**src/sv/ddo_pkg.sv**
```systemverilog
`default_nettype none
// ----------------------------------------------------------------------------
// ddo_pkg
// Shared beat types and register indexes for the odometry core.
// ----------------------------------------------------------------------------
package ddo_pkg;

    localparam int CFG_INDEX_W = 8;
    localparam int CFG_DATA_W  = 32;

    localparam logic [CFG_INDEX_W-1:0] CFG_RIGHT_DIAMETER = 8'd0;
    localparam logic [CFG_INDEX_W-1:0] CFG_LEFT_DIAMETER  = 8'd1;
    localparam logic [CFG_INDEX_W-1:0] CFG_INV_AXLE       = 8'd2;
    localparam logic [CFG_INDEX_W-1:0] CFG_INV_PERIOD     = 8'd3;

    typedef struct packed {
        logic signed [31:0] right_wheel_angle;
        logic signed [31:0] left_wheel_angle;
    } t_in;

    typedef struct packed {
        logic signed [31:0] travel_position;
        logic signed [31:0] rotation_position;
        logic signed [31:0] travel_speed;
        logic signed [31:0] rotation_speed;
        logic signed [31:0] pos_x;
        logic signed [31:0] pos_y;
        logic        [18:0] heading_angle;
    } t_out;

    typedef struct packed {
        logic start;
    } t_unit_ctl;

    typedef struct packed {
        logic done;
    } t_unit_sts;

endpackage
`default_nettype wire

```
**src/sv/ddo_mul.sv**
```systemverilog
`default_nettype none
// ----------------------------------------------------------------------------
// ddo_mul
// Bit-serial signed multiplier, one multiplier bit per cycle, MSB first.
// ----------------------------------------------------------------------------
module ddo_mul #(
    parameter int AW = 34,
    parameter int BW = 33
) (
    input  wire                      i_clk,
    input  wire                      i_rst_n,
    input  wire ddo_pkg::t_unit_ctl  i_ctl,
    input  wire  logic signed [AW-1:0] i_a,
    input  wire  logic signed [BW-1:0] i_b,
    output ddo_pkg::t_unit_sts       o_sts,
    output logic signed [AW+BW-1:0]  o_p
);
    localparam int PW = AW + BW;
    localparam int CW = $clog2(BW + 1);

    logic signed [AW-1:0] r_a;
    logic        [BW-1:0] r_b;
    logic signed [PW-1:0] r_acc, n_acc, addend;
    logic        [CW-1:0] r_cnt;
    logic                 r_busy, r_done;

    always_comb begin
        // sign bit of the multiplier carries negative weight
        if (r_b[BW-1]) begin
            if (r_cnt == CW'(BW)) addend = -PW'(r_a);
            else                  addend = PW'(r_a);
        end else begin
            addend = '0;
        end
        n_acc = (r_acc <<< 1) + addend;
    end

    always_ff @(posedge i_clk) begin
        if (!i_rst_n) begin
            r_busy <= 1'b0;
            r_done <= 1'b0;
            r_cnt  <= '0;
        end else begin
            r_done <= 1'b0;
            if (i_ctl.start) begin
                r_busy <= 1'b1;
                r_cnt  <= CW'(BW);
            end else if (r_busy) begin
                r_cnt <= r_cnt - 1'b1;
                if (r_cnt == CW'(1)) begin
                    r_busy <= 1'b0;
                    r_done <= 1'b1;
                end
            end
        end
    end

    always_ff @(posedge i_clk) begin
        if (i_ctl.start) begin
            r_a   <= i_a;
            r_b   <= i_b;
            r_acc <= '0;
        end else if (r_busy) begin
            r_b   <= r_b << 1;
            r_acc <= n_acc;
        end
    end

    assign o_sts.done = r_done;
    assign o_p        = r_acc;
endmodule
`default_nettype wire

```
**src/sv/ddo_cordic.sv**
```systemverilog
`default_nettype none
// ----------------------------------------------------------------------------
// ddo_cordic
// Iterative rotation-mode CORDIC at Q30, one micro-rotation per cycle.
// ----------------------------------------------------------------------------
module ddo_cordic #(
    parameter int CORDIC_STEPS = 16
) (
    input  wire                      i_clk,
    input  wire                      i_rst_n,
    input  wire ddo_pkg::t_unit_ctl  i_ctl,
    input  wire  logic signed [35:0] i_angle,
    output ddo_pkg::t_unit_sts       o_sts,
    output logic signed [33:0]       o_cos,
    output logic signed [33:0]       o_sin
);
    localparam int NS = (CORDIC_STEPS > 24) ? 24 : CORDIC_STEPS;
    localparam logic signed [35:0] PI_Q30      = 36'sd3373259426;
    localparam logic signed [35:0] HALF_PI_Q30 = 36'sd1686629713;
    localparam logic signed [33:0] GAIN_Q30    = 34'sd652032875;

    function automatic logic signed [35:0] atan_q30(input logic [4:0] idx);
        logic signed [35:0] v;
        case (idx)
            5'd0:  v = 36'sd843314857;
            5'd1:  v = 36'sd497837829;
            5'd2:  v = 36'sd263043837;
            5'd3:  v = 36'sd133525159;
            5'd4:  v = 36'sd67021687;
            5'd5:  v = 36'sd33543516;
            5'd6:  v = 36'sd16775851;
            5'd7:  v = 36'sd8388437;
            5'd8:  v = 36'sd4194283;
            5'd9:  v = 36'sd2097149;
            default: v = 36'sd1048576 >>> (idx - 5'd10);
        endcase
        return v;
    endfunction

    logic signed [33:0] r_x, r_y, xs, ys;
    logic signed [35:0] r_z, z0, z1;
    logic        [4:0]  r_i;
    logic               r_busy, r_done, r_neg, neg0;

    always_comb begin
        z0   = i_angle;
        neg0 = 1'b0;
        if (z0 > PI_Q30) z0 = z0 - (PI_Q30 <<< 1);
        z1 = z0;
        if (z0 > HALF_PI_Q30) begin
            z1   = z0 - PI_Q30;
            neg0 = 1'b1;
        end else if (z0 < -HALF_PI_Q30) begin
            z1   = z0 + PI_Q30;
            neg0 = 1'b1;
        end
        xs = r_x >>> r_i;
        ys = r_y >>> r_i;
    end

    always_ff @(posedge i_clk) begin
        if (!i_rst_n) begin
            r_busy <= 1'b0;
            r_done <= 1'b0;
            r_i    <= '0;
        end else begin
            r_done <= 1'b0;
            if (i_ctl.start) begin
                r_busy <= 1'b1;
                r_i    <= '0;
            end else if (r_busy) begin
                r_i <= r_i + 1'b1;
                if (r_i == 5'(NS - 1)) begin
                    r_busy <= 1'b0;
                    r_done <= 1'b1;
                end
            end
        end
    end

    always_ff @(posedge i_clk) begin
        if (i_ctl.start) begin
            r_x   <= GAIN_Q30;
            r_y   <= '0;
            r_z   <= z1;
            r_neg <= neg0;
        end else if (r_busy) begin
            if (r_z >= 0) begin
                r_x <= r_x - ys;
                r_y <= r_y + xs;
                r_z <= r_z - atan_q30(r_i);
            end else begin
                r_x <= r_x + ys;
                r_y <= r_y - xs;
                r_z <= r_z + atan_q30(r_i);
            end
        end
    end

    assign o_sts.done = r_done;
    assign o_cos = r_neg ? -r_x : r_x;
    assign o_sin = r_neg ? -r_y : r_y;
endmodule
`default_nettype wire

```
**src/sv/differential_drive_odometry_core.sv**
```systemverilog
// Each accepted input beat runs five products on the serial multiplier, the
// heading remainder, the CORDIC, two more products on the serial multiplier
// and one load into the output register.
// One tick at a time; the next input beat is taken the cycle after the result
// is loaded into the output register.
// Reset (synchronous, active low) restores register defaults and clears state.
`default_nettype none
// ----------------------------------------------------------------------------
// differential_drive_odometry_core
// Dead-reckoning odometry for a differential-drive base, Q16.16 saturating.
// ----------------------------------------------------------------------------
module differential_drive_odometry_core #(
    parameter int FRACTION_BITS = 16,
    parameter int CORDIC_STEPS  = 16
) (
    input  wire                                   i_clk,
    input  wire                                   i_rst_n,
    input  wire                                   i_in_valid,
    output logic                                  o_in_ready,
    input  wire ddo_pkg::t_in                     i_in_data,
    output logic                                  o_out_valid,
    input  wire                                   i_out_ready,
    output ddo_pkg::t_out                         o_out_data,
    input  wire                                   i_cfg_valid,
    output logic                                  o_cfg_ready,
    input  wire  logic [ddo_pkg::CFG_INDEX_W-1:0] i_cfg_index,
    input  wire  logic [ddo_pkg::CFG_DATA_W-1:0]  i_cfg_data
);
    localparam logic [63:0] TWO_PI_WIDE =
        (64'd26986075410 + (64'd1 << (31 - FRACTION_BITS))) >> (32 - FRACTION_BITS);
    localparam logic [31:0] TWO_PI = TWO_PI_WIDE[31:0];

    localparam logic [3:0] S_IDLE = 4'd0;
    localparam logic [3:0] S_MR   = 4'd1;
    localparam logic [3:0] S_ML   = 4'd2;
    localparam logic [3:0] S_MROT = 4'd3;
    localparam logic [3:0] S_MTS  = 4'd4;
    localparam logic [3:0] S_MRS  = 4'd5;
    localparam logic [3:0] S_MOD  = 4'd6;
    localparam logic [3:0] S_COR  = 4'd7;
    localparam logic [3:0] S_MX   = 4'd8;
    localparam logic [3:0] S_MY   = 4'd9;
    localparam logic [3:0] S_OUT  = 4'd10;

    function automatic logic signed [31:0] sat32(input logic signed [67:0] v);
        logic signed [31:0] r;
        if (v > 68'sd2147483647)        r = 32'sh7FFFFFFF;
        else if (v < -68'sd2147483648)  r = 32'sh80000000;
        else                            r = v[31:0];
        return r;
    endfunction

    logic [19:0] r_rwd, r_lwd;
    logic [30:0] r_iad, r_itp;
    logic signed [31:0] r_last_travel, r_last_rot, r_xacc, r_yacc;
    logic signed [31:0] r_la, r_r, r_travel, r_rot, r_tspeed, r_rspeed;
    logic signed [32:0] r_dt;
    logic [3:0]  r_state;
    logic [5:0]  r_cnt;
    logic [31:0] r_mag, r_rem, r_heading;
    logic        r_neg;
    logic        r_ov;
    ddo_pkg::t_out r_out;

    ddo_pkg::t_unit_ctl mul_ctl, cor_ctl;
    ddo_pkg::t_unit_sts mul_sts, cor_sts;
    logic signed [33:0] r_ma;
    logic signed [32:0] r_mb;
    logic signed [66:0] mul_p;
    logic signed [66:0] p_shf;
    logic signed [31:0] p_sat;
    logic signed [33:0] cor_c, cor_s;
    logic signed [35:0] cor_angle;
    logic               r_mul_start, r_cor_start;

    logic signed [32:0] sum_rl, dif_rl;
    logic signed [31:0] n_travel;
    logic        [32:0] rem_sh;
    logic signed [67:0] acc_sum;

    assign mul_ctl.start = r_mul_start;
    assign cor_ctl.start = r_cor_start;

    ddo_mul #(.AW(34), .BW(33)) u_mul (
        .i_clk  (i_clk),
        .i_rst_n(i_rst_n),
        .i_ctl  (mul_ctl),
        .i_a    (r_ma),
        .i_b    (r_mb),
        .o_sts  (mul_sts),
        .o_p    (mul_p)
    );

    assign cor_angle = $signed({4'b0, r_heading} << (30 - FRACTION_BITS));

    ddo_cordic #(.CORDIC_STEPS(CORDIC_STEPS)) u_cordic (
        .i_clk  (i_clk),
        .i_rst_n(i_rst_n),
        .i_ctl  (cor_ctl),
        .i_angle(cor_angle),
        .o_sts  (cor_sts),
        .o_cos  (cor_c),
        .o_sin  (cor_s)
    );

    always_comb begin
        p_shf    = mul_p >>> FRACTION_BITS;
        p_sat    = sat32(68'(p_shf));
        sum_rl   = 33'(r_r) + 33'(p_sat);
        dif_rl   = 33'(r_r) - 33'(p_sat);
        n_travel = sum_rl[32:1];
        rem_sh   = {r_rem, r_mag[31]};
        acc_sum  = 68'(mul_p >>> 30) +
                   68'(r_state == S_MX ? r_xacc : r_yacc);
    end

    assign o_in_ready  = (r_state == S_IDLE);
    assign o_cfg_ready = 1'b1;
    assign o_out_valid = r_ov;
    assign o_out_data  = r_out;

    always_ff @(posedge i_clk) begin
        if (!i_rst_n) begin
            r_rwd         <= 20'd65536;
            r_lwd         <= 20'd65536;
            r_iad         <= 31'd65536;
            r_itp         <= 31'd65536;
            r_last_travel <= '0;
            r_last_rot    <= '0;
            r_xacc        <= '0;
            r_yacc        <= '0;
            r_state       <= S_IDLE;
            r_mul_start   <= 1'b0;
            r_cor_start   <= 1'b0;
            r_ov          <= 1'b0;
            r_cnt         <= '0;
        end else begin
            r_mul_start <= 1'b0;
            r_cor_start <= 1'b0;
            if (i_cfg_valid) begin
                unique case (i_cfg_index)
                    ddo_pkg::CFG_RIGHT_DIAMETER: r_rwd <= i_cfg_data[19:0];
                    ddo_pkg::CFG_LEFT_DIAMETER:  r_lwd <= i_cfg_data[19:0];
                    ddo_pkg::CFG_INV_AXLE:       r_iad <= i_cfg_data[30:0];
                    ddo_pkg::CFG_INV_PERIOD:     r_itp <= i_cfg_data[30:0];
                    default: ;
                endcase
            end
            // the output load below takes over the valid flag
            if (r_ov && i_out_ready && r_state != S_OUT) r_ov <= 1'b0;
            unique case (r_state)
                S_IDLE: if (i_in_valid) begin
                    r_la        <= i_in_data.left_wheel_angle;
                    r_ma        <= 34'(r_rwd);
                    r_mb        <= 33'(i_in_data.right_wheel_angle);
                    r_mul_start <= 1'b1;
                    r_state     <= S_MR;
                end
                S_MR: if (mul_sts.done) begin
                    r_r         <= p_sat;
                    r_ma        <= 34'(r_lwd);
                    r_mb        <= 33'(r_la);
                    r_mul_start <= 1'b1;
                    r_state     <= S_ML;
                end
                S_ML: if (mul_sts.done) begin
                    r_travel    <= n_travel;
                    r_dt        <= 33'(n_travel) - 33'(r_last_travel);
                    r_ma        <= 34'(r_iad);
                    r_mb        <= dif_rl;
                    r_mul_start <= 1'b1;
                    r_state     <= S_MROT;
                end
                S_MROT: if (mul_sts.done) begin
                    r_rot       <= p_sat;
                    r_ma        <= 34'(r_itp);
                    r_mb        <= r_dt;
                    r_mul_start <= 1'b1;
                    r_state     <= S_MTS;
                end
                S_MTS: if (mul_sts.done) begin
                    r_tspeed    <= p_sat;
                    r_mb        <= 33'(r_rot) - 33'(r_last_rot);
                    r_mul_start <= 1'b1;
                    r_state     <= S_MRS;
                end
                S_MRS: if (mul_sts.done) begin
                    r_rspeed <= p_sat;
                    r_neg    <= r_rot[31];
                    r_mag    <= r_rot[31] ? 32'(-33'(r_rot)) : r_rot;
                    r_rem    <= '0;
                    r_cnt    <= 6'd32;
                    r_state  <= S_MOD;
                end
                S_MOD: begin
                    // shift in one dividend bit, subtract when it fits
                    if (r_cnt != 6'd0) begin
                        r_mag <= r_mag << 1;
                        r_cnt <= r_cnt - 1'b1;
                        if (rem_sh >= 33'(TWO_PI)) r_rem <= 32'(rem_sh - 33'(TWO_PI));
                        else                       r_rem <= rem_sh[31:0];
                    end else begin
                        r_heading   <= (r_neg && r_rem != 32'd0) ? TWO_PI - r_rem : r_rem;
                        r_cor_start <= 1'b1;
                        r_state     <= S_COR;
                    end
                end
                S_COR: if (cor_sts.done) begin
                    r_ma        <= cor_c;
                    r_mb        <= r_dt;
                    r_mul_start <= 1'b1;
                    r_state     <= S_MX;
                end
                S_MX: if (mul_sts.done) begin
                    r_xacc      <= sat32(acc_sum);
                    r_ma        <= cor_s;
                    r_mul_start <= 1'b1;
                    r_state     <= S_MY;
                end
                S_MY: if (mul_sts.done) begin
                    r_yacc  <= sat32(acc_sum);
                    r_state <= S_OUT;
                end
                S_OUT: if (!r_ov || i_out_ready) begin
                    r_out.travel_position   <= r_travel;
                    r_out.rotation_position <= r_rot;
                    r_out.travel_speed      <= r_tspeed;
                    r_out.rotation_speed    <= r_rspeed;
                    r_out.pos_x             <= r_xacc;
                    r_out.pos_y             <= r_yacc;
                    r_out.heading_angle     <= r_heading[18:0];
                    r_ov          <= 1'b1;
                    r_last_travel <= r_travel;
                    r_last_rot    <= r_rot;
                    r_state       <= S_IDLE;
                end
                default: r_state <= S_IDLE;
            endcase
        end
    end
endmodule
`default_nettype wire
```
**config.mk**
```make
export PLATFORM = sky130hd
export DESIGN_NAME = differential_drive_odometry_core
export DESIGN_NICKNAME = d
export VERILOG_FILES = /design/src/sv/ddo_pkg.sv /design/src/sv/ddo_mul.sv /design/src/sv/ddo_cordic.sv /design/src/sv/differential_drive_odometry_core.sv
export SDC_FILE = /design/constraint.sdc
export NUM_CORES = 2
export LEC_CHECK = 0
export BUFFER_PORTS_ARGS = -buffer_cell sky130_fd_sc_hd__buf_2
export CORE_UTILIZATION = 55
export CTS_CLUSTER_SIZE = 24
export DETAILED_ROUTE_END_ITERATION = 7
export PLACE_DENSITY = 0.73
export SYNTH_ARGS = -nofsm -noshare
export SYNTH_HDL_FRONTEND = slang
export SYNTH_SLANG_ARGS = --single-unit
```
**constraint.sdc**
```tcl
create_clock -name i_clk -period 8.9 [get_ports i_clk]
set_clock_uncertainty 0.05 [all_clocks]
set_input_delay 0.445 -clock i_clk [delete_from_list [all_inputs] [get_ports i_clk]]
set_output_delay 0.445 -clock i_clk [all_outputs]
set_load 0.01 [all_outputs]
```
==> metrics.md <==
| Metric | Value |
|---|---|
| Status | complete, no violations |
| Worst skew pair latency | 0.76 ns |
| Dpl hpwl | 154000 um |
| Worst rel slew slack | 24.0% |
| Critical path required time | 9.32 ns |
| Vias | 58936 |
| Final period util | 89.1% |
| CTS clk-pin slew, worst paths | 0.06 ns |
| Postcts setup bufs | 0 |
| Fin. Hold Viols | 0 |
| Nets | 7973 |
| Wire length per cell | 23.3 um |
| Sequential fraction of the synthesis area | roughly two fifths |
| Share of cells above drive strength 1 | around an eighth |
| Critical path type | reg2reg |
| Cell taking the most area after synthesis | edfxtp_1 |
| Worst VDD drop | between 200 and 250 uV |
| GPL Wtd Cong | 1.02 |
| Final wirelength | 215000 um |
| HP Start | i_in_data[44] |
| Row count | 130 |
| Vias in the first global route | 55716 |
| Reg-to-Reg Start | u_cordic.r_i[1]$_SDFFE_PP0P_ |
| Gate Count Post-Synth | between 7000 and 8000 |
| Synth async-reset ratio | 0% |
| F_max | 126 MHz |
| Top FF cell, synth | edfxtp_1 |
| Worst hold path stage count | 3 |
| Area of the mapped netlist | 69800 um^2 |
| Area delta synth->final | 10.3% |
| Vias/cell | 6.38 |
| Synth top area share | 29.9% |
| Antenna viol nets, final | 0 |
| Final slew viol count | 0 |
| Max cap viols | 0 |
| Crit end category | flop |
| Sum of negative setup slack | 0 ns |
| Initial Util | 55.5% |
| Synth top area cells | edfxtp_1, dfxtp_1, ha_1 |
| Core footprint | 126000 um^2 |
| Initial antenna violation count | 8 |
| Height of the chip | 358 um |
| Synth warn | 0 |
| Synthesized flop and latch total | 1087 |
| Maximum clock path buffer count | 3 |
| H-Tree Depth | 3 |
| CTS root buf | clkbuf_16 |
| # diodes | 0 |
| Setup violators final | 0 |
| Post-CTS Resized | 0 |
| Ports | 323 |
| Grt ovf | 0 |
| CP max FO | 19 |
| GRT Resource Usage Total | 32.7% |
| CTS tree | done |
| Die W | roughly 360 um |
| Starting DRT DRC Count | around 6600 |
| Syn_area_per_cell | 9.50 um^2 |
| I/O Buffers | 320 |
| Worst reg-to-reg setup slack | 0.97 ns |
| Synth Net Count | 7836 |
| Min cycle time layout | 7.93 ns |
| Hold crit path type | in2reg |
| Sink Count | 1087 |
| Slew @ Worst Pin | 1.11 ns |
| # DRC | 0 |
| Pre-CTS WS | 1.12 ns |
| Cells on worst reg2reg path | 24 |
| Crit path from | u_cordic.r_i[1]$_SDFFE_PP0P_ |
| Cell variety after synth | a little over 100 |
| Drt first pass iters | 8 |
| Crit path DAT | 8.35 ns |
| Crit start category | flop |
| Die ar. | 128000 um^2 |
| Global-route wire length before repair | around 330000 um |
| Fin worst setup slack | 0.967 ns |
| Largest net degree at the start of global routing | 116 |
| Leakage | 29.1 nW |
| RSZ-0062 raised after global routing | false |
| TritonCTS Buffers | 114 |
| Pwr/cell area | 328 nW/um^2 |
| Post-synth EDFFs | 694 |
==> cell type report <==
cell class	instances	area, um^2
Fill cell	10497	48700
Clock inverter	57	619
Timing Repair Buffer	480	3000
Clock buffer	159	3180
Sequential cell	1087	28700
Inverter	257	965
Multi-Input combinational cell	5548	38500
Tap cell	1650	2060
==> kinds of logic (layout without fill, tap and decap cells) <==
| kind of cell | after synthesis | in the layout | synth area share, % |
|---|---|---|---|
| AO/OA/AOI/OAI | 2068 | 2068 | 20.4 |
| XOR/XNOR | 563 | 563 | 7.06 |
| adder cells (fa/ha/maj) | 376 | 376 | 6.84 |
| buffers and inverters | 716 | 953 | 3.98 |
| flip-flops | 1087 | 1087 | 41.1 |
| multiplexers | 292 | 292 | 5.80 |
| other | 1 | 1 | 0.00537 |
| AND/OR/NAND/NOR | 2248 | 2248 | 14.8 |
==> layer usage <==
layer | share of wire (%) | track usage, %
met3 | 8.4 | 5.48
met2 | 45 | 51.8
met1 | 42 | 44.4
met5 | 0.018 | 0
met4 | 4.4 | 13.4
==> where the power goes <==
part / switching (mW) / internal, mW
Clock: 2.11 / 2.72
Sequential: 0.699 / 6.30
Combinational: 8.05 / 5.37
==> synthesized netlist by cell type (36+ instances only) <==
master	instances
o221a_2	63
nor3_1	112
edfxtp_1	694
a21oi_1	416
a211oi_1	60
a222oi_1	48
and2_1	71
mux2i_1	137
mux2_2	62
buf_1	46
o21a_1	95
o21bai_1	43
nand4_1	53
ha_1	367
mux4_2	83
nand2_1	923
o211ai_1	51
clkbuf_1	374
a21o_1	202
and3_1	64
o21ai_0	363
a31oi_1	63
o31ai_1	86
nor2b_1	63
xor2_1	225
or3_1	42
a21boi_0	186
inv_1	249
nor2_1	543
dfxtp_1	393
nor4_1	40
a22oi_1	36
nand3_1	111
nand2b_1	77
xnor2_1	338
==> critical path, cell delays in order (launching register included) <==
cell and delay (ns):
dfxtp_4 0.49, clkinv_1 0.44, ha_1 0.43, buf_4 0.21
or2_1 0.34, a2bb2oi_1 0.29, o211ai_1 0.23, buf_4 0.28
o22a_1 0.25, a2111oi_2 0.52, nand4_1 0.26, nand2b_1 0.26
or3_1 0.46, o21ai_1 0.34, xor2_1 0.13, ha_1 0.38
and3_1 0.20, nand3_1 0.10, or3_1 0.39, a31o_2 0.24
o21ai_1 0.28, a311oi_1 0.18, nand2b_1 0.19, or4b_1 0.50
and4_1 0.20
==> layout by cell type, fill, tap and decap left out, types with 61 or more instances in the layout <==
| master | n |
|---|---|
| dlygate4sd3_1 | 71 |
| xor2_1 | 225 |
| o221a_2 | 63 |
| xnor2_1 | 338 |
| nor2_1 | 536 |
| a21oi_1 | 416 |
| and3_1 | 61 |
| o31ai_1 | 86 |
| mux2_2 | 62 |
| mux2i_1 | 137 |
| mux4_2 | 83 |
| nor2b_1 | 63 |
| nand2_1 | 922 |
| a31oi_1 | 63 |
| buf_4 | 88 |
| edfxtp_1 | 694 |
| nand2b_1 | 77 |
| o21a_1 | 95 |
| ha_1 | 367 |
| a21o_1 | 202 |
| nand3_1 | 109 |
| nor3_1 | 106 |
| and2_1 | 68 |
| o21ai_0 | 363 |
| clkbuf_16 | 116 |
| dfxtp_1 | 385 |
| a21boi_0 | 186 |
| inv_1 | 249 |
| buf_2 | 319 |
==> through the flow <==
stage	instance area (um^2)	total power, mW	hold slack [ns]	utilization [%]	cells
after floorplan	69800	16.7	0.350	-	7351
after global placement	72500	19.9	0.351	57.7	8951
after detailed placement	72500	20.1	0.355	57.7	8951
after CTS	77000	25.0	0.00149	61.3	9238
after global routing	77000	26.7	0.0160	61.3	9238
final	77000	25.2	0.0302	61.3	9238
==> path summary, 6_finish.rpt <==
| path | end |
|---|---|
| min reg2reg | u_mul.r_a[2]$_DFFE_PP_ |
| min | r_mb[12]$_DFFE_PP_ |
| max | u_cordic.r_z[35]$_DFFE_PP_ |
| max reg2reg | u_cordic.r_z[35]$_DFFE_PP_ |
==> registers in the layout, indices dropped and copies added, names as in the netlist, 33 cells and up <==
signal	cells
u_cordic.r_y	34
r_ma	34
u_mul.r_b	33
u_mul.o_p	67
u_cordic.r_x	34
o_out_data	211
u_cordic.r_z	36
r_mb	33
r_dt	33
u_mul.r_a	34
==> repair_timing <==
action | in CTS | in global routing
hold endpoints to repair | 127 | 0
hold buffers | 71 | 0
setup endpoints to repair | 0 | 0
Note: power is estimated with default switching activity, not from simulation.
